### config.mk
export PLATFORM = sky130hd
export DESIGN_NAME = icv_mac
export DESIGN_NICKNAME = d
export VERILOG_FILES = /design/src/image_convolution_3x3_macros.svh /design/src/icv_pkg.sv /design/src/icv_mac.sv
export SDC_FILE = /design/constraint.sdc
export NUM_CORES = 2
export LEC_CHECK = 0
export BUFFER_PORTS_ARGS = -buffer_cell sky130_fd_sc_hd__buf_4
export CAP_MARGIN = 30
export CORE_UTILIZATION = 30
export DETAILED_ROUTE_END_ITERATION = 16
export SKIP_CTS_REPAIR_TIMING = 1
export SYNTH_ARGS = -nofsm -noshare
export SYNTH_HDL_FRONTEND = slang
export SYNTH_SLANG_ARGS = --single-unit
### constraint.sdc
create_clock -name clk -period 10.3 [get_ports clk]
set_input_delay 2.06 -clock clk [delete_from_list [all_inputs] [get_ports clk]]
set_output_delay 2.06 -clock clk [all_outputs]
set_load 0.1 [all_outputs]
### src/image_convolution_3x3_macros.svh
// Assertion macros shared by the convolution block's modules
`ifndef IMAGE_CONVOLUTION_3X3_MACROS_SVH
`define IMAGE_CONVOLUTION_3X3_MACROS_SVH
`ifndef SYNTH
// plain property, sampled on the rising edge, off during reset
`define ICV_ASSERT(label, clk, rst_n, prop, msg) \
  label: assert property (@(posedge clk) disable iff (!rst_n) (prop)) else $error(msg);
// same-cycle implication
`define ICV_ASSERT_IMPLIES(label, clk, rst_n, ante, cons, msg) \
  label: assert property (@(posedge clk) disable iff (!rst_n) (ante) |-> (cons)) else $error(msg);
// next-cycle implication
`define ICV_ASSERT_NEXT(label, clk, rst_n, ante, cons, msg) \
  label: assert property (@(posedge clk) disable iff (!rst_n) (ante) |=> (cons)) else $error(msg);
`else
`define ICV_ASSERT(label, clk, rst_n, prop, msg)
`define ICV_ASSERT_IMPLIES(label, clk, rst_n, ante, cons, msg)
`define ICV_ASSERT_NEXT(label, clk, rst_n, ante, cons, msg)
`endif
`endif

### src/icv_pkg.sv
// Shared types and constants of the 3x3 convolution block
`default_nettype none
package icv_pkg;

  localparam int MAX_WIDTH_DEF = 1024;

  localparam int PIXEL_W  = 8;
  localparam int SLOTS    = 4;
  localparam int SLOT_W   = 2;
  localparam int TAP_W    = 16;
  localparam int TAPS_W   = 3 * TAP_W;
  localparam int IMG_W_W  = 11;
  localparam int IMG_H_W  = 16;
  localparam int PROD_W   = 25;
  localparam int RSUM_W   = 27;
  localparam int RES_W    = 28;

  localparam int FIFO_DEPTH = 8;
  localparam int FIFO_PTR_W = $clog2(FIFO_DEPTH);
  localparam int COUNT_W    = $clog2(FIFO_DEPTH + 1);

  // configuration port
  localparam int CFG_IDX_W  = 3;
  localparam int CFG_DATA_W = TAPS_W;
  localparam logic [CFG_IDX_W-1:0] CFG_IMAGE_WIDTH  = 3'd0;
  localparam logic [CFG_IDX_W-1:0] CFG_IMAGE_HEIGHT = 3'd1;
  localparam logic [CFG_IDX_W-1:0] CFG_TAPS_TOP     = 3'd2;
  localparam logic [CFG_IDX_W-1:0] CFG_TAPS_MIDDLE  = 3'd3;
  localparam logic [CFG_IDX_W-1:0] CFG_TAPS_BOTTOM  = 3'd4;

  localparam logic [IMG_W_W-1:0] IMAGE_WIDTH_RST  = 11'd256;
  localparam logic [IMG_H_W-1:0] IMAGE_HEIGHT_RST = 16'd256;
  localparam logic [TAPS_W-1:0]  TAPS_TOP_RST     = 48'h0;
  localparam logic [TAPS_W-1:0]  TAPS_MIDDLE_RST  = 48'h0000_0100_0000;
  localparam logic [TAPS_W-1:0]  TAPS_BOTTOM_RST  = 48'h0;

  typedef logic [PIXEL_W-1:0] pixel_t;
  // one column of the line store: a pixel for each of the four row slots
  typedef logic [SLOTS-1:0][PIXEL_W-1:0] col_word_t;

  // line store write, column address travels beside it
  typedef struct packed {
    logic              en;
    logic [SLOT_W-1:0] slot;
    pixel_t            data;
  } wr_ctl_t;

  // per-result control handed from the sequencer to the datapath
  // masks: [0] = minus one, [1] = centre, [2] = plus one
  typedef struct packed {
    logic              valid;
    logic [SLOT_W-1:0] slot;
    logic [2:0]        row_ok;
    logic [2:0]        col_ok;
    logic              last;
  } emit_ctl_t;

  typedef struct packed {
    logic signed [RES_W-1:0] filtered_value;
    logic                    last_of_frame;
  } result_t;

endpackage
`default_nettype wire

### src/icv_mac.sv
// Window assembly with forwarding, nine multiplies and the adder tree
`default_nettype none
module icv_mac #(
  parameter int MAX_WIDTH = icv_pkg::MAX_WIDTH_DEF
) (
  input  logic                                    clk,
  input  logic                                    rst_n,
  input  icv_pkg::wr_ctl_t                        wr,
  input  logic [$clog2(MAX_WIDTH)-1:0]            wr_col,
  input  icv_pkg::col_word_t                      rd_data_a,
  input  icv_pkg::col_word_t                      rd_data_b,
  input  icv_pkg::emit_ctl_t                      emit_b,
  input  logic [$clog2(MAX_WIDTH)-1:0]            emit_col_b,
  input  logic [2:0][icv_pkg::TAPS_W-1:0]         taps,
  output logic                                    push,
  output icv_pkg::result_t                        push_data
);
  import icv_pkg::*;

  localparam int CW = $clog2(MAX_WIDTH);

  // last cycle's write, for read-during-write on the store
  wr_ctl_t       wr_q_r;
  logic [CW-1:0] wr_q_col_r;

  // left column of the window, kept coherent with every store write
  col_word_t     cache_r, cache_nxt;
  logic [CW-1:0] cache_col_r, cache_col_nxt;

  col_word_t     fresh0, fresh1;
  col_word_t     cols [3];
  logic [CW-1:0] col_plus;

  logic signed [PROD_W-1:0] prod_r [9];
  logic signed [PROD_W-1:0] prod_nxt [9];
  logic                     valid_c_r, last_c_r;
  logic signed [RSUM_W-1:0] rsum_r [3];
  logic signed [RSUM_W-1:0] rsum_nxt [3];
  logic                     valid_d_r, last_d_r;

  assign col_plus = emit_col_b + CW'(1);

  always_comb begin
    fresh0 = rd_data_a;
    fresh1 = rd_data_b;
    if (wr_q_r.en && wr_q_col_r == emit_col_b) begin
      fresh0[wr_q_r.slot] = wr_q_r.data;
    end
    if (wr_q_r.en && wr_q_col_r == col_plus) begin
      fresh1[wr_q_r.slot] = wr_q_r.data;
    end
  end

  always_comb begin
    cache_nxt     = emit_b.valid ? fresh0 : cache_r;
    cache_col_nxt = emit_b.valid ? emit_col_b : cache_col_r;
    if (wr.en && wr_col == cache_col_nxt) begin
      cache_nxt[wr.slot] = wr.data;
    end
  end

  assign cols[0] = cache_r;
  assign cols[1] = fresh0;
  assign cols[2] = fresh1;

  // row i reads slot (slot + i - 1); tap is flipped: kernel (2-i, 2-j)
  always_comb begin
    logic [SLOT_W-1:0]        lane;
    pixel_t                   pix;
    logic signed [TAP_W-1:0]  tap;
    lane = '0;
    pix  = '0;
    tap  = '0;
    for (int i = 0; i < 3; i++) begin
      lane = emit_b.slot + SLOT_W'(i) - SLOT_W'(1);
      for (int j = 0; j < 3; j++) begin
        pix = (emit_b.row_ok[i] && emit_b.col_ok[j]) ? cols[j][lane] : '0;
        tap = taps[2-i][TAP_W*(2-j) +: TAP_W];
        prod_nxt[3*i+j] = PROD_W'($signed({1'b0, pix})) * PROD_W'(tap);
      end
    end
  end

  always_comb begin
    for (int i = 0; i < 3; i++) begin
      rsum_nxt[i] = RSUM_W'(prod_r[3*i]) + RSUM_W'(prod_r[3*i+1]) + RSUM_W'(prod_r[3*i+2]);
    end
  end

  always_ff @(posedge clk) begin
    if (!rst_n) begin
      wr_q_r    <= '0;
      valid_c_r <= 1'b0;
      valid_d_r <= 1'b0;
    end else begin
      wr_q_r    <= wr;
      valid_c_r <= emit_b.valid;
      valid_d_r <= valid_c_r;
    end
  end

  always_ff @(posedge clk) begin
    wr_q_col_r  <= wr_col;
    cache_r     <= cache_nxt;
    cache_col_r <= cache_col_nxt;
    last_c_r    <= emit_b.last;
    last_d_r    <= last_c_r;
    for (int k = 0; k < 9; k++) begin
      prod_r[k] <= prod_nxt[k];
    end
    for (int i = 0; i < 3; i++) begin
      rsum_r[i] <= rsum_nxt[i];
    end
  end

  assign push                     = valid_d_r;
  assign push_data.filtered_value = RES_W'(rsum_r[0]) + RES_W'(rsum_r[1]) + RES_W'(rsum_r[2]);
  assign push_data.last_of_frame  = last_d_r;

endmodule
`default_nettype wire

# Word-level counts from Yosys, hierarchy flattened
# Memories as Yosys holds them, arrays and structs flattened.
# Cells that the tools add are included.
[op_classes]
order_cmp = 7
addsub = 14
shifts = 0
n_bitwise = 0
multipliers = 9
n_eq_ne = 3
n_reduce_logical = 14
div = 0
mux = 39
[op_table]
columns = ["op", "n"]
rows = [
  ["$mul 9x16->25", 9],
  ["$mux 8", 20],
  ["$bmux 8 s2", 9],
  ["$mux 32", 4],
  ["$bwmux 32", 3],
  ["$add 26x25->27", 3],
  ["$add 25x25->26", 3],
  ["$demux 8 s2", 2],
  ["$eq 10x10->1", 3],
  ["$add 27x27->28", 1],
  ["$add 28x27->28", 1],
  ["$lt 2x3->1 const B", 5],
  ["$logic_and 1x1->1", 14],
  ["$add 10x1->10 const B", 1],
  ["$mux 10", 1],
  ["$sub 2x1->2 const B", 3],
  ["$ge 2x1->1 const B", 2],
  ["$add 2x1->2 const B", 1],
  ["$add 2x2->2 const B", 1],
]
[word_totals]
mem_bits_rw = 306
elab_cells = 101
output_inout_bits = 30
regBits = 67
latchBits = 0
in_bits = 251
romBits = 0
memories = 2
[mem_list]
columns = ["memory", "depth", "word_bits", "read_ports", "rd_clocked_by_memory_dff", "wr", "line", "rtl"]
rows = [
  ["prod_r", 9, 25, 9, 0, 9, "icv_mac.sv:34", "logic signed [PROD_W-1:0] prod_r [9];"],
  ["rsum_r", 3, 27, 3, 0, 3, "icv_mac.sv:37", "logic signed [RSUM_W-1:0] rsum_r [3];"],
]

# Logic depth before layout (Yosys ltp)
[depth]
ltp_word = 10
ltp_mapped = 30
ltp_nobuf = 28

# Least setup slack after synthesis
# Ideal clock, no wire load.
[synth_timing]
kind = "input-to-reg"
startpoint = "in emit_col_b[4]"
endpoint = "mem prod_r[1][24], in the netlist prod_r[0][49]"
stages = 25
required_ps = 10221
path_slack_ps = 1180
arrival_time_ps = 9041
path_cell_list = "xor2_1 -> or4_4 -> or4_4 -> nor3_4 -> mux2i_1 -> mux2i_1 -> a21oi_1 -> buf_2 -> nor2_1 -> fa_1 -> fa_1 -> inv_1 -> fa_1 -> inv_1 -> fa_1 -> ha_1 -> or3_1 -> or2_2 -> o221ai_1 -> o21ai_0 -> nor3_1 -> o31ai_1 -> or4_1 -> a2111o_1 -> o211ai_1"
[synth_rtl]
columns = ["element", "line", "rtl"]
rows = [
  ["from (decl)", "icv_mac.sv:13", "input logic [$clog2(MAX_WIDTH)-1:0] emit_col_b,"],
  ["to (decl)", "icv_mac.sv:34", ""],
]

==> flow_summary.json <==
{
  "status": "finished with violations",
  "violations": "DRC",
  "crit_type": "in2reg",
  "clkSlewWorstSetupHoldPaths_ns": 0.06,
  "cts_max_level": 2,
  "grt_max_degree": 76,
  "synthArstFlopShare": 0,
  "yosys_warnings": 0,
  "syn_nets": 8395,
  "fmax_ghz": 0.106,
  "worst_hold_path_type": "reg2reg",
  "cp.arrival_ns": 10.00,
  "die-area_mm2": 0.200,
  "synthAdderAreaFrac": 0.460,
  "layout-drive-gt1-share": 0.0811,
  "synth_xor_area_frac": 0.0460,
  "synth.cell_area_mm2": 0.0596,
  "setup_slack_ns": 0.833,
  "cp-end-kind": "register",
  "clockRootBuffer": "clkbuf_16",
  "tns_ns": 0,
  "grtUsageTotal": 0.178,
  "wl_per_cell_um": 18.5,
  "setup_viol": 0,
  "cts_tree": "built",
  "synth_top_family_by_area": "adder cells",
  "relSlewSlack": 0.304,
  "insertion_delay_ns": 0.65,
  "grt_overflow": 0,
  "rsz0062_at_grt": "no",
  "ys_ff_latch": 373,
  "areaGrowthSynthToFinish_pct": 11.3,
  "ir_worst_vdd_mv": 1.65,
  "vias": 44647,
  "antenna_left": 0,
  "ys_seq_area_frac": 0.125,
  "dieHeight_um": 448,
  "muxShareOfSynthArea": 0.0386,
  "port_buffers": 280,
  "core_area_mm2": 0.197,
  "final_cell_area_mm2": 0.0663,
  "period_share": 0.919,
  "path_max_fanout": 17,
  "place_area_mm2": 0.0647,
  "cp-start-kind": "primary input",
  "cap_viol_max_count": 0,
  "firstDrtPassIters": 12,
  "drtIter0Drc": 2526,
  "tightest_slew_ns": 1.04,
  "synthCells": 6568,
  "io_pins": 281,
  "cts.sinks": 373,
  "p_leak_nw": 33.2,
  "wirelength_um": 176000,
  "synth-edff-count": 0,
  "min_period_ns": 9.47,
  "die_w_um": 448,
  "yosys.area_share.simple": 0.157,
  "dp_slack_ns": 0.244,
  "remaining_drc_errors": 2,
  "grt_pass1_vias": 47145,
  "antenna_found_initial": 57,
  "cp.required_ns": 10.83,
  "pwr_density_cell_mw_per_mm2": 284,
  "layout.nets": 8609,
  "routabilityCongestion": 0.927,
  "dp.cells": 9374,
  "timing_hold_violations_final": 0,
  "start_util": 0.302,
  "hpwl_um": 152000,
  "synth_cell_types": 84,
  "slew_viol_final": 0,
  "cts_made_buffers": 46,
  "clockBufferDepth": 3,
  "fin_cells": 9480,
  "row_count": 163,
  "grt_pass1_wl_um": 274000,
  "synth_ff_type": "dfxtp_1",
  "synth-compound-area-share": 0.0763,
  "viasPerCell": 4.71,
  "nFillCells": 20291,
  "clock_skew_ns": 0.0510,
  "avgSynthCellArea_um2": 9.07
}
## layer usage
metal / vias up / track usage / share of wire
li1: 20951 / - / -
met1: 22225 / 0.218 / 0.41
met2: 1098 / 0.300 / 0.47
met3: 341 / 0.0208 / 0.044
met4: 32 / 0.107 / 0.069
met5: - / 0 / 0.00099
## layout by cell type, fill, tap and decap left out, types with 238 or more instances in the layout
| cell type | instances |
|---|---|
| inv_1 | 1338 |
| xnor2_1 | 238 |
| buf_4 | 333 |
| dfxtp_1 | 373 |
| a21oi_1 | 238 |
| fa_1 | 1024 |
| and2_1 | 433 |
| ha_1 | 552 |
| nand2_1 | 490 |
| nor2_1 | 437 |
## report_power, final
group	leakage [nW]	total [mW]	switching [mW]	internal [mW]
Clock	0.751	1.69	0.696	0.990
Combinational	29.3	14.6	10.2	4.36
Sequential	3.13	2.55	0.466	2.08
## Yosys cell counts, types with 69 or more instances
library cell,number,area share
a21o_1,69,0.0087
a21oi_1,238,0.020
and2_1,434,0.046
clkbuf_1,111,0.0070
dfxtp_1,373,0.13
fa_1,1024,0.34
ha_1,552,0.12
inv_1,1338,0.084
mux2i_1,116,0.019
nand2_1,490,0.031
nand3_1,188,0.016
nor2_1,437,0.028
o21ai_0,146,0.012
xnor2_1,238,0.035
xor2_1,75,0.011
## through the flow
| stage | hold slack, ns | total power, mW | utilization |
|---|---|---|---|
| final | 0.333 | 18.8 | 0.336 |
| after CTS | 0.341 | 18.9 | 0.336 |
| after global placement | 0.329 | 17.0 | 0.328 |
| after detailed placement | 0.324 | 17.1 | 0.328 |
| after global routing | 0.344 | 20.0 | 0.336 |
| after floorplan | 0.310 | 12.4 | - |
## critical path, cell delays in order
cell and delay (ns):
buf_4 0.14, nor2b_4 0.13, or4_4 0.55, or4_4 0.59
nor3_4 0.29, mux2i_1 0.19, mux2i_1 0.22, mux2i_1 0.18
nor2_2 0.61, nand2_1 0.18, fa_1 0.57, inv_1 0.06
fa_1 0.51, inv_1 0.06, fa_1 0.53, inv_1 0.05
fa_1 0.45, ha_1 0.36, o21a_1 0.18, o21ai_0 0.24
a31oi_1 0.14, a211oi_1 0.39, o22ai_1 0.17, o41ai_1 0.60
o2111ai_1 0.21, a21oi_1 0.20, xnor2_1 0.13
## path summary, 6_finish.rpt
path	from	endpoint	slack (ns)	depth (start not counted)
worst min-delay path	last_c_r	last_d_r	0.33	0
worst max-delay path	emit_col_b[2]	prod_r[0][124]	0.83	27
worst max register to register	wr_q_col_r[2]	prod_r[0][124]	2.04	26
worst min register to register	last_c_r	last_d_r	0.33	0
## registers in the layout (all words and copies together) (netlist names)
| signal | count |
|---|---|
| prod_r | 225 |
| rsum_r | 81 |
| cache_r | 32 |
| wr_q_r | 11 |
| cache_col_r | 10 |
| wr_q_col_r | 10 |
| last_c_r | 1 |
| last_d_r | 1 |
| push | 1 |
| valid_c_r | 1 |
## layout make-up
type | count | area (um2) | area share
repair buffers | 335 | 2520 | 0.0380
diodes | 25 | 62.6 | 0.000944
inverters | 1339 | 5030 | 0.0758
well taps | 2640 | 3300 | 0.0498
flip-flops and latches | 373 | 7470 | 0.113
multi-input cells | 4687 | 46400 | 0.699
clock buffers | 59 | 1250 | 0.0189
clock inverters | 22 | 310 | 0.00468
## kinds of logic after synthesis
family | Yosys count
fa+ha+maj | 1576
simple gates | 1887
buf+inv | 1508
mux | 191
flops | 373
xor+xnor | 313
compound gates | 720
Note: power is estimated with default switching activity, not from simulation.
