==> config.mk <==
export PLATFORM = sky130hd
export DESIGN_NAME = icv_ctrl
export DESIGN_NICKNAME = d
export VERILOG_FILES = /design/src/icv_pkg.sv /design/src/icv_ctrl.sv
export VERILOG_INCLUDE_DIRS = /design/src /design/src/src
export SDC_FILE = /design/constraint.sdc
export NUM_CORES = 1
export LEC_CHECK = 0
export ABC_AREA = 0
export BUFFER_PORTS_ARGS = -buffer_cell sky130_fd_sc_hd__buf_2
export CAP_MARGIN = 15
export CORE_AREA = 2 2 122 124
export CTS_BUF_LIST = sky130_fd_sc_hd__clkbuf_2 sky130_fd_sc_hd__clkbuf_4 sky130_fd_sc_hd__clkbuf_8
export DETAILED_ROUTE_END_ITERATION = 10
export DIE_AREA = 0 0 124 126
export GPL_ROUTABILITY_DRIVEN = 0
export PLACE_DENSITY = 0.73
export SYNTH_ARGS = -nofsm -noshare
export SYNTH_HDL_FRONTEND = slang
export SYNTH_SLANG_ARGS = --single-unit
==> constraint.sdc <==
create_clock -name clk -period 3.6 [get_ports clk]
set_input_delay 0.18 -clock clk [delete_from_list [all_inputs] [get_ports clk]]
set_output_delay 0.18 -clock clk [all_outputs]
set_load 0.1 [all_outputs]
==> src/image_convolution_3x3_macros.svh <==
// Assertion macros shared by the convolution block's modules
`ifndef IMAGE_CONVOLUTION_3X3_MACROS_SVH
`define IMAGE_CONVOLUTION_3X3_MACROS_SVH
`ifndef SYNTH
// plain property, sampled on the rising edge, off during reset
`define ICV_ASSERT(label, clk, rst_n, prop, msg) \
  label: assert property (@(posedge clk) disable iff (!rst_n) (prop)) else $error(msg);
// same-cycle implication
`define ICV_ASSERT_IMPLIES(label, clk, rst_n, ante, cons, msg) \
  label: assert property (@(posedge clk) disable iff (!rst_n) (ante) |-> (cons)) else $error(msg);
// next-cycle implication
`define ICV_ASSERT_NEXT(label, clk, rst_n, ante, cons, msg) \
  label: assert property (@(posedge clk) disable iff (!rst_n) (ante) |=> (cons)) else $error(msg);
`else
`define ICV_ASSERT(label, clk, rst_n, prop, msg)
`define ICV_ASSERT_IMPLIES(label, clk, rst_n, ante, cons, msg)
`define ICV_ASSERT_NEXT(label, clk, rst_n, ante, cons, msg)
`endif
`endif

==> src/icv_pkg.sv <==
// Shared types and constants of the 3x3 convolution block
`default_nettype none
package icv_pkg;

  localparam int MAX_WIDTH_DEF = 1024;

  localparam int PIXEL_W  = 8;
  localparam int SLOTS    = 4;
  localparam int SLOT_W   = 2;
  localparam int TAP_W    = 16;
  localparam int TAPS_W   = 3 * TAP_W;
  localparam int IMG_W_W  = 11;
  localparam int IMG_H_W  = 16;
  localparam int PROD_W   = 25;
  localparam int RSUM_W   = 27;
  localparam int RES_W    = 28;

  localparam int FIFO_DEPTH = 8;
  localparam int FIFO_PTR_W = $clog2(FIFO_DEPTH);
  localparam int COUNT_W    = $clog2(FIFO_DEPTH + 1);

  // configuration port
  localparam int CFG_IDX_W  = 3;
  localparam int CFG_DATA_W = TAPS_W;
  localparam logic [CFG_IDX_W-1:0] CFG_IMAGE_WIDTH  = 3'd0;
  localparam logic [CFG_IDX_W-1:0] CFG_IMAGE_HEIGHT = 3'd1;
  localparam logic [CFG_IDX_W-1:0] CFG_TAPS_TOP     = 3'd2;
  localparam logic [CFG_IDX_W-1:0] CFG_TAPS_MIDDLE  = 3'd3;
  localparam logic [CFG_IDX_W-1:0] CFG_TAPS_BOTTOM  = 3'd4;

  localparam logic [IMG_W_W-1:0] IMAGE_WIDTH_RST  = 11'd256;
  localparam logic [IMG_H_W-1:0] IMAGE_HEIGHT_RST = 16'd256;
  localparam logic [TAPS_W-1:0]  TAPS_TOP_RST     = 48'h0;
  localparam logic [TAPS_W-1:0]  TAPS_MIDDLE_RST  = 48'h0000_0100_0000;
  localparam logic [TAPS_W-1:0]  TAPS_BOTTOM_RST  = 48'h0;

  typedef logic [PIXEL_W-1:0] pixel_t;
  // one column of the line store: a pixel for each of the four row slots
  typedef logic [SLOTS-1:0][PIXEL_W-1:0] col_word_t;

  // line store write, column address travels beside it
  typedef struct packed {
    logic              en;
    logic [SLOT_W-1:0] slot;
    pixel_t            data;
  } wr_ctl_t;

  // per-result control handed from the sequencer to the datapath
  // masks: [0] = minus one, [1] = centre, [2] = plus one
  typedef struct packed {
    logic              valid;
    logic [SLOT_W-1:0] slot;
    logic [2:0]        row_ok;
    logic [2:0]        col_ok;
    logic              last;
  } emit_ctl_t;

  typedef struct packed {
    logic signed [RES_W-1:0] filtered_value;
    logic                    last_of_frame;
  } result_t;

endpackage
`default_nettype wire

==> src/icv_ctrl.sv <==
// Position counters, result release and line store addressing
`default_nettype none
module icv_ctrl #(
  parameter int MAX_WIDTH = icv_pkg::MAX_WIDTH_DEF
) (
  input  logic                         clk,
  input  logic                         rst_n,
  input  logic                         in_valid,
  input  logic                         in_func,
  input  icv_pkg::pixel_t              in_pixel,
  output logic                         in_ready,
  input  logic [icv_pkg::IMG_W_W-1:0]  image_width,
  input  logic [icv_pkg::IMG_H_W-1:0]  image_height,
  input  logic                         out_pop,
  output icv_pkg::wr_ctl_t             wr,
  output logic [$clog2(MAX_WIDTH)-1:0] wr_col,
  output logic [$clog2(MAX_WIDTH)-1:0] rd_col_a,
  output logic [$clog2(MAX_WIDTH)-1:0] rd_col_b,
  output icv_pkg::emit_ctl_t           emit_b,
  output logic [$clog2(MAX_WIDTH)-1:0] emit_col_b
);
  import icv_pkg::*;

  `include "image_convolution_3x3_macros.svh"

  localparam int CW = $clog2(MAX_WIDTH);
  localparam int EW = $clog2(MAX_WIDTH + 1);
  localparam int PW = $clog2(MAX_WIDTH + 3);
  localparam int XW = (EW > IMG_W_W) ? EW : IMG_W_W;
  localparam int RW = IMG_H_W + 1;

  logic [CW-1:0]      icol_r, icol_nxt, ocol_r, ocol_nxt;
  logic [IMG_H_W-1:0] irow_r, irow_nxt, orow_r, orow_nxt;
  logic [SLOT_W-1:0]  in_slot_r, in_slot_nxt, out_slot_r, out_slot_nxt;
  logic [PW-1:0]      pending_r, pending_nxt;
  logic [COUNT_W-1:0] credit_r, credit_nxt;
  emit_ctl_t          emit_b_r, emit_ctl;
  logic [CW-1:0]      emit_col_b_r;

  logic [XW-1:0]      wx;
  logic [EW-1:0]      w_eff;
  logic [IMG_H_W-1:0] h_eff;
  logic               accept, pix_acc, emit_now;
  logic [EW-1:0]      icol_inc, ocol_inc, ocol_e;
  logic [RW-1:0]      irow_inc, orow_inc, orow_e, h_e;

  // effective geometry: zero counts as one, width clamps to the store
  always_comb begin
    wx = XW'(image_width);
    if (wx == '0) begin
      w_eff = EW'(1);
    end else if (wx > XW'(MAX_WIDTH)) begin
      w_eff = EW'(MAX_WIDTH);
    end else begin
      w_eff = EW'(wx);
    end
    h_eff = (image_height == '0) ? IMG_H_W'(1) : image_height;
  end

  assign in_ready = credit_r < COUNT_W'(FIFO_DEPTH);
  assign accept   = in_valid && in_ready;
  assign pix_acc  = accept && !in_func;

  always_comb begin
    if (pix_acc) begin
      emit_now = pending_r > PW'(w_eff);
    end else begin
      emit_now = accept && icol_r == '0 && irow_r == '0 && pending_r != '0;
    end
  end

  assign icol_inc = EW'(icol_r) + EW'(1);
  assign ocol_inc = EW'(ocol_r) + EW'(1);
  assign irow_inc = RW'(irow_r) + RW'(1);
  assign orow_inc = RW'(orow_r) + RW'(1);
  assign ocol_e   = EW'(ocol_r);
  assign orow_e   = RW'(orow_r);
  assign h_e      = RW'(h_eff);

  always_comb begin
    icol_nxt     = icol_r;
    irow_nxt     = irow_r;
    in_slot_nxt  = in_slot_r;
    ocol_nxt     = ocol_r;
    orow_nxt     = orow_r;
    out_slot_nxt = out_slot_r;
    pending_nxt  = pending_r;
    credit_nxt   = credit_r;

    if (pix_acc) begin
      if (icol_inc >= w_eff) begin
        icol_nxt    = '0;
        in_slot_nxt = in_slot_r + SLOT_W'(1);
        irow_nxt    = (irow_inc >= h_e) ? '0 : irow_inc[IMG_H_W-1:0];
      end else begin
        icol_nxt = icol_inc[CW-1:0];
      end
    end

    if (emit_now) begin
      if (ocol_inc >= w_eff) begin
        ocol_nxt     = '0;
        out_slot_nxt = out_slot_r + SLOT_W'(1);
        orow_nxt     = (orow_inc >= h_e) ? '0 : orow_inc[IMG_H_W-1:0];
      end else begin
        ocol_nxt = ocol_inc[CW-1:0];
      end
    end

    if (pix_acc && !emit_now) begin
      pending_nxt = pending_r + PW'(1);
    end else if (!pix_acc && emit_now) begin
      pending_nxt = pending_r - PW'(1);
    end

    if (emit_now && !out_pop) begin
      credit_nxt = credit_r + COUNT_W'(1);
    end else if (!emit_now && out_pop) begin
      credit_nxt = credit_r - COUNT_W'(1);
    end
  end

  // neighbour masks for the result about to be released
  always_comb begin
    emit_ctl.valid     = emit_now;
    emit_ctl.slot      = out_slot_r;
    emit_ctl.row_ok[0] = orow_r != '0 && orow_e <= h_e;
    emit_ctl.row_ok[1] = orow_e < h_e;
    emit_ctl.row_ok[2] = orow_inc < h_e;
    emit_ctl.col_ok[0] = ocol_r != '0 && ocol_e <= w_eff;
    emit_ctl.col_ok[1] = ocol_e < w_eff;
    emit_ctl.col_ok[2] = ocol_inc < w_eff;
    emit_ctl.last      = orow_inc == h_e && ocol_inc == w_eff;
  end

  always_ff @(posedge clk) begin
    if (!rst_n) begin
      icol_r     <= '0;
      irow_r     <= '0;
      in_slot_r  <= '0;
      ocol_r     <= '0;
      orow_r     <= '0;
      out_slot_r <= '0;
      pending_r  <= '0;
      credit_r   <= '0;
      emit_b_r   <= '0;
    end else begin
      icol_r     <= icol_nxt;
      irow_r     <= irow_nxt;
      in_slot_r  <= in_slot_nxt;
      ocol_r     <= ocol_nxt;
      orow_r     <= orow_nxt;
      out_slot_r <= out_slot_nxt;
      pending_r  <= pending_nxt;
      credit_r   <= credit_nxt;
      emit_b_r   <= emit_ctl;
    end
  end

  always_ff @(posedge clk) begin
    emit_col_b_r <= ocol_r;
  end

  assign wr.en      = pix_acc;
  assign wr.slot    = in_slot_r;
  assign wr.data    = in_pixel;
  assign wr_col     = icol_r;
  // centre and right-hand columns of the window; left comes from the cache
  assign rd_col_a   = ocol_r;
  assign rd_col_b   = ocol_r + CW'(1);
  assign emit_b     = emit_b_r;
  assign emit_col_b = emit_col_b_r;

  `ICV_ASSERT(a_pending_bound, clk, rst_n, pending_r <= PW'(MAX_WIDTH + 1), "pending count past one row plus one")
  `ICV_ASSERT(a_credit_bound, clk, rst_n, credit_r <= COUNT_W'(FIFO_DEPTH), "outstanding results past queue depth")
  `ICV_ASSERT_IMPLIES(a_pop_has_credit, clk, rst_n, out_pop, credit_r != '0, "result taken without credit")

endmodule
`default_nettype wire

== Word-level counts from Yosys, hierarchy flattened ==
Cells that the tools add are included.

* Input bits: 40
* Logic and storage cells: 79
* Bits in registers: 91
* Output and inout bits: 62

* Add/subtract/negate cells: 11
* Muxes and demuxes: 12
* Reduce and logical (&&, ||, !) cells: 27
* Eq/ne operators: 2
* $lt $le $gt $ge: 13

{| class="wikitable"
|+ Operator list
! kind !! number
|-
| $mux 16 || 3
|-
| $mux 11 || 4
|-
| $add 16x1->17 const B || 2
|-
| $ge 17x16->1 || 2
|-
| $logic_not 16->1 || 2
|-
| $add 10x1->11 const B || 2
|-
| $ge 11x11->1 || 2
|-
| $mux 10 || 2
|-
| $eq 17x16->1 || 1
|-
| $lt 17x16->1 || 1
|-
| $le 16x16->1 || 1
|-
| $lt 16x16->1 || 1
|-
| $reduce_bool 16->1 || 1
|-
| $logic_and 1x1->1 || 12
|-
| $add 11x1->11 const B || 1
|-
| $eq 11x11->1 || 1
|-
| $gt 11x11->1 || 1
|-
| $gt 11x11->1 const B || 1
|-
| $le 10x11->1 || 1
|-
| $logic_not 11->1 || 1
|-
| $lt 10x11->1 || 1
|-
| $lt 11x11->1 || 1
|-
| $reduce_bool 11->1 || 1
|-
| $sub 11x1->11 const B || 1
|-
| 12 further kinds || 19
|}

== Longest topological paths before layout ==
Gate-level depths: netlist of the first run.

* Word-level depth: 10
* Depth in mapped cells: 17
* Gate-level depth less buffers: 16

== Least setup slack after synthesis of the first run ==
OpenSTA, ideal clock, no wires.

* Path type: reg-to-reg
* Start: register ocol_r[1] (netlist: rd_col_a[1])
* End: register orow_r[11]
* Required time: 3.531 ns
* Buffers on the path: 2
* Setup time: 0.069 ns
* Clock period less this slack: 5.666 ns
* Setup slack: -2.066 ns
* Cell stages (with the launch flop): 16
* Arrival: 5.597 ns
* Cells stage by stage: dfxtp_1 > ha_1 > and3_1 > and3_1 > nand3_1 > xnor2_1 > ha_1 > a21oi_1 > nor2_1 > a211oi_1 > or4b_1 > buf_2 > a21oi_2 > buf_4 > nand2_1 > o21ai_1

* Word-level cells in the longest chain between the ends: 3

{| class="wikitable"
|+ Ends and longest elaborated chain
! what !! line !! text
|-
| start: declaration || icv_ctrl.sv:32 || <nowiki>logic [CW-1:0] icol_r, icol_nxt, ocol_r, ocol_nxt;</nowiki>
|-
| start signal: assignment || icv_ctrl.sv:151 || <nowiki>ocol_r <= ocol_nxt;</nowiki>
|-
| $add 10x1->11 || icv_ctrl.sv:73 || <nowiki>assign ocol_inc = EW'(ocol_r) + EW'(1);</nowiki>
|-
| $ge 11x11->1 || icv_ctrl.sv:101 || <nowiki>if (ocol_inc >= w_eff) begin</nowiki>
|-
| $reduce_and 2->1 (no line) || - ||
|-
| end signal: assignment || icv_ctrl.sv:152 || <nowiki>orow_r <= orow_nxt;</nowiki>
|-
| end: declaration || icv_ctrl.sv:33 || <nowiki>logic [IMG_H_W-1:0] irow_r, irow_nxt, orow_r, orow_nxt;</nowiki>
|}

No other way between the ends.
A chain may end at the register's enable or synchronous reset.

== Final worst setup path of the first run ==
* Start: register ocol_r[1] (netlist: rd_col_a[1])
* End: register out_slot_r[1]

* Word-level cells in the longest chain between the ends: 3

{| class="wikitable"
|+ Ends and longest elaborated chain
! what !! line !! text
|-
| $add 10x1->11 || icv_ctrl.sv:73 ||
|-
| $ge 11x11->1 || icv_ctrl.sv:101 ||
|-
| $reduce_and 2->1 (no line) || - ||
|-
| end signal: assignment || icv_ctrl.sv:153 || <nowiki>out_slot_r <= out_slot_nxt;</nowiki>
|-
| end: declaration || icv_ctrl.sv:34 || <nowiki>logic [SLOT_W-1:0] in_slot_r, in_slot_nxt, out_slot_r, out_slot_nxt;</nowiki>
|}

No other way between the ends.

==> impl_metrics.ini, run 1 <==
[synth]
synth_fp_nets = 1008
synthMuxAreaShare_pct = 0.5170
ys_top_cells_by_area = dfxtp_1 (26%), ha_1 (20%), nand2_1 (4.9%), xnor2_1 (4.6%), a21oi_1 (3.2%)
synth_edf_count = 0
synthMostInstantiatedCell = ha_1
synth_adder_area_share_pct = 20.36
syn_area_per_cell_um2 = 8.208
synth_top_family_by_area = simple AND/OR/NAND/NOR gates
synth_xor_xnor_area_share_pct = 7.114
synthesis.instances = 855
synth-seq-cells = 91
synth_area_um2 = 7018
ys_seq_area_share_pct = 25.96
yosys_warnings = 0
postSynth.asyncResetShare_pct = 0
synth_compound_area_share_pct = 16.69
yosysTopAreaCell = dfxtp_1
ys_top_cells_by_count = ha_1 (111), dfxtp_1 (91), nand2_1 (91), nor2_1 (60), a21oi_1 (45)
synth_top_area_share_pct = 25.96
synth_simple_gate_area_share_pct = 23.91
synth.distinct_cells = 77
synth_ff_type = dfxtp_1

[run_status]
outcome = completed

[placement]
hpwl_um = 14240
place_ws_ns = -0.1730
port_buffers = 85
dpl_cell_area_um2 = 8172

[clocking]
path_clk_slew_ns = 0.10
cts_tree = built
clkSinkCount = 91
htreeDepth = 3
numCtsBuffers = 9
cts_root_buf = clkbuf_8
ctsLongestPathBuffers = 2
ctsHoldBuffers = 0
clkLatencyLatePin_ns = 0.39

[die]
dieArea_um2 = 15620
num_rows = 44
die_h_um = 126
die_width_um = 124
start_util_pct = 49.03
ios = 102
core_um2 = 14310

[min_path]
hold_end = emit_b[2]
hold_class = input port to register
hold-path-cell-count = 3
hold_path.startpoint = rst_n

[grt]
grt_max_degree = 44
antenna_found_initial = 0
grt_pass1_vias = 6199
grt_usage_pct = 24.61
grt_pass1_wl_um = 30710
grt_overflow = 0

[power]
sw_frac_of_total_pct = 43.06
power.switching_uw = 1675
power_frac_seq_pct = 31.2
p_per_area_nw_per_um2 = 458.8
pwr-share-clk_pct = 18.9
p_leak_uw = 0.003892
combPwrFrac_pct = 49.9
vdd_drop_max_mv = 0.2273
p_int_uw = 2215

[setup_path]
rr_worst_depth = 13
timing.rr.start = rd_col_a[1]
r2r-end = out_slot_r[1]
arrival_ns = 3.69
regToRegSetupSlack_ns = 0.20
worst_path_max_delay_cell = or4b_4
crit_type = register to register
worstPathCellList = ha_4 > and3_4 > and3_4 > and3_1 > and3_1 > ha_1 > nand4_1 > nor4_2 > or4b_4 > buf_12 > and2_4 > nand2_2 > mux2_4
cpPeakStageDelay_ns = 0.60
cp_max_fo = 12
crit_start = rd_col_a[1]
startpoint_type = register
required_ns = 3.89
cp-end-kind = register

[timing]
slew_viol_final = 0
post-route-period-util_pct = 94.41
tightest_slew_ns = 0.5482
fin_crit_ns = 3.399
hold_slack_ns = 0.1712
skew_ns = 0.01539
slew_headroom_pct = 63.46
setup_viol = 0
fmax_mhz = 294.2
hold_viol = 0
fin_ws_ns = 0.2011

[finish]
stdcell_area_um2 = 8479
n_antenna_cell = 0
nets = 1125
area_delta_synth_final_pct = 20.82
drive_above_1_share_pct = 24.46

[detailed_routing]
num_vias = 6605
route.detailed.drc = 0
dr.pass1.iters = 5
drt-wirelength-per-cell_um = 15.84
vias_per_cell = 5.689
ant_nets = 0
drt_iter0_drc = 459
drt_wl_total_um = 18400

[flow_run]
max_cap_viol_count = 0
worst max path at each step:
| stage | depth (start not counted) | slack (ns) | end |
|---|---|---|---|
| finish | 13 | 0.20 | out_slot_r[1] |
| global route | 15 | -0.01 | pending_r[9] |
| CTS | 13 | 0.03 | irow_r[0] |
| detailed placement | 19 | -0.17 | pending_r[10] |
| global placement | 19 | -0.07 | pending_r[10] |
| floorplan | 13 | -0.18 | out_slot_r[1] |
power by group through the flow:
stage	Clock, uW	Combinational [uW]	Sequential, uW
6_report	735	1940	1210
5_1_grt	793	2170	1230
4_1_cts	748	1900	1210
3_5_place_dp	0	1880	1230
3_3_place_gp	0	1860	1230
2_1_floorplan	0	1350	1360
cells in the final DEF (no fill, tap or decap), types with 7 or more instances in the layout:
cell type,count
xor2_1,15
nand2_1,90
buf_2,85
nor3_1,24
a31oi_1,10
clkbuf_8,9
a22o_1,8
nor4_1,14
nor2_1,60
ha_1,107
and3_1,7
buf_4,57
nand3_1,40
nor2b_1,8
a211oi_1,11
inv_1,43
o21ai_0,21
a21o_1,13
a21oi_1,42
dfxtp_2,10
dfxtp_1,76
xnor2_1,34
o21ai_1,19
nand4_1,22
metrics by stage:
step | std cells | setup TNS [ns] | utilization [%] | power (uW)
2_1_floorplan | 855 | -2.850 | - | 2708
5_1_grt | 1161 | -0.01471 | 59.24 | 4196
3_5_place_dp | 1142 | -0.2423 | 57.09 | 3118
6_report | 1161 | 0 | 59.24 | 3890
3_3_place_gp | 1142 | -0.07829 | 57.09 | 3091
4_1_cts | 1158 | 0 | 58.49 | 3857
metal layers:
layer,share of wire [%],global-route usage (%),vias to the layer above
li1,-,-,3328
met1,47,34.26,3049
met2,45,38.78,192
met3,4.9,3.487,36
met4,2.9,8.658,0
met5,0,0,-
timing repair:
action | in CTS | in global routing
pin swaps | 0 | 3
buffers inserted | 0 | 3
gates resized for setup | 1 | 13
endpoints found under the setup margin | 5 | 34
registers in the layout (all words and copies together) (netlist names):
register	cells
rd_col_a	10
emit_col_b	10
pending_r	11
orow_r	16
irow_r	16
wr_col	10
in_slot_r	2
credit_r	4
emit_b	10
out_slot_r	2
area by class of cell:
type / instances / area, um2
repair buffers: 145 / 913.4
clock inverters: 7 / 73.82
multi-input cells: 680 / 5116
inverters: 45 / 168.9
flip-flops and latches: 91 / 1853
fillers: 1303 / 5834
clock buffers: 9 / 123.9
well taps: 184 / 230.2
worst max-delay path, delay by kind of cell (launching register included):
family	cells	cell delay, ns
adders and majority gates	2	0.50
muxes	1	0.29
buffers and inverters	1	0.18
and+or+nand+nor	9	1.95
DFF	1	0.39
logic make-up after synthesis:
logic type	after synthesis
fa+ha+maj	113
compound gates	176
xor+xnor	57
mux	3
simple gates	331
buf+inv	84
flops	91
(Power assumes the default switching activity.)
==> run 2, diff against run 1 <==
ABC_AREA = not set   (was 0)
RECOVER_POWER = 50   (was not set)
==> run 2 against run 1 <==
Compared with the run above:
- flip-flop and latch count unchanged
- worst setup slack worse by 0.033 ns
- core utilization down 0.58 points
- sequential power about the same
- combinational power about the same
- global-route usage unchanged
- hold slack better by 0.0047 ns
- largest cell class unchanged
- largest power group unchanged
==> impl_metrics.ini, run 2 (synthesis results as in run 1) <==
[finish]
stdcell_area_um2 = 8397
final_cell_mix = ha_1 (107), nand2_1 (90), dfxtp_1 (82)
nets = 1125
ff_latch_area_um2 = 1841
top_regs = irow_r x16, orow_r x16, pending_r x11
n_antenna_cell = 0
final_common_cell = ha_1
drive_above_1_share_pct = 18.32
nFillCells = 1345
utilization_pct = 58.66
multi_input_area_um2 = 5116
area_delta_synth_final_pct = 19.65

[placement]
hpwl_um = 14240
port_buffers = 85
place_ws_ns = -0.1730
dpl_cell_area_um2 = 8172

[clocking]
ctsHoldBuffers = 0
clkSinkCount = 91
ctsLongestPathBuffers = 2
path_clk_slew_ns = 0.10
cts_tree = built
htreeDepth = 3
numCtsBuffers = 9
cts_root_buf = clkbuf_8
clkLatencyLatePin_ns = 0.39

[timing]
fin_tns_setup_ns = 0
fmax_mhz = 291.4
fin_crit_ns = 3.432
setup_viol = 0
slew_viol_final = 0
hold_viol = 0
skew_ns = 0.01574
slew_headroom_pct = 21.39
post-route-period-util_pct = 95.33
fin_ws_ns = 0.1680
tightest_slew_ns = 1.184

[detailed_routing]
dr.pass1.iters = 5
route.detailed.drc = 0
ant_nets = 0
vias_per_cell = 5.686
num_vias = 6602
drt_iter0_drc = 455
drt-wirelength-per-cell_um = 15.88
drt_wl_total_um = 18440

[grt]
antenna_found_initial = 0
grt_pass1_wl_um = 30710
grt_max_degree = 44
grt_overflow = 0
grt_pass1_vias = 6199
grt_usage_pct = 24.61

[setup_path]
required_ns = 3.89
worst_path_max_delay_cell = or4b_4
cp-end-kind = register
startpoint_type = register
crit_type = register to register
timing.rr.start = rd_col_a[3]
crit_start = rd_col_a[3]
cp_max_fo = 12
cpPeakStageDelay_ns = 0.60
arrival_ns = 3.72
worstPathCellList = and3_4 > and3_4 > and3_1 > and3_1 > ha_1 > nand4_1 > nor4_2 > or4b_4 > buf_12 > and2_4 > nand2_2 > mux2_4

[power]
p_leak_uw = 0.003666
p_per_area_nw_per_um2 = 462.2
vdd_drop_max_mv = 0.2229
total_power_uw = 3881

[run_status]
outcome = completed

[min_path]
hold_path.startpoint = rst_n
hold_class = input port to register

[die]
core_um2 = 14310
dieArea_um2 = 15620
die_width_um = 124
ios = 102
num_rows = 44
die_h_um = 126
start_util_pct = 49.03

[flow_run]
max_cap_viol_count = 0
==> run 2: cell types whose count changed in the layout (fill, tap and decap cells not counted), sizes merged <==
cell    delta
clkbuf    +54
buf       -54
==> run 2: repair_timing <==
item                       4_1_cts  5_1_grt
pin swaps                        0        3
gates resized for setup          1       13
setup endpoints to repair        5       34
setup buffers                    0        3
==> run 2: through the flow <==
| step | hold slack, ns | std cells |
|---|---|---|
| detailed placement | 0.3607 | 1142 |
| global placement | 0.3607 | 1142 |
| CTS | 0.1696 | 1158 |
| finish | 0.1759 | 1161 |
| floorplan | 0.3528 | 855 |
| global route | 0.1905 | 1161 |
==> run 2: power by group <==
part | switching [uW] | leakage [uW] | total [uW] | internal (uW)
logic | 1160 | 0.00282 | 1930 | 774
registers | 110 | 0.000743 | 1220 | 1110
clock network | 409 | 0.000100 | 733 | 325
total | 1680 | 0.00367 | 3880 | 2210
==> run 2: final timing paths <==
check | endpoint | slack (ns) | cells after the start
max | out_slot_r[1] | 0.17 | 12
min | emit_b[2] | 0.18 | 3
min reg2reg | emit_col_b[0] | 0.43 | 0
max reg2reg | out_slot_r[1] | 0.17 | 12
==> run 2: metal layers <==
layer,global-route usage (%),up-vias,wire length (um)
met4,8.658,0,524
met3,3.487,35,926
met1,34.26,3052,8712
li1,-,3328,-
met5,0,-,0
met2,38.78,187,8276
==> run 2: final cells by class <==
class                   count  share of cell area [%]
well taps                 184                   2.742
flip-flops and latches     91                   21.92
repair buffers            145                   10.04
clock buffers               9                   1.475
inverters                  45                   2.012
clock inverters             7                  0.8792
multi-input cells         680                   60.93
==> run 2: critical path, delay by kind of cell, from the launching register on <==
family                     cells  cell delay [ns]
and+or+nand+nor                9             2.07
DFF                            1             0.55
muxes                          1             0.29
adders and majority gates      1             0.26
buffers and inverters          1             0.18
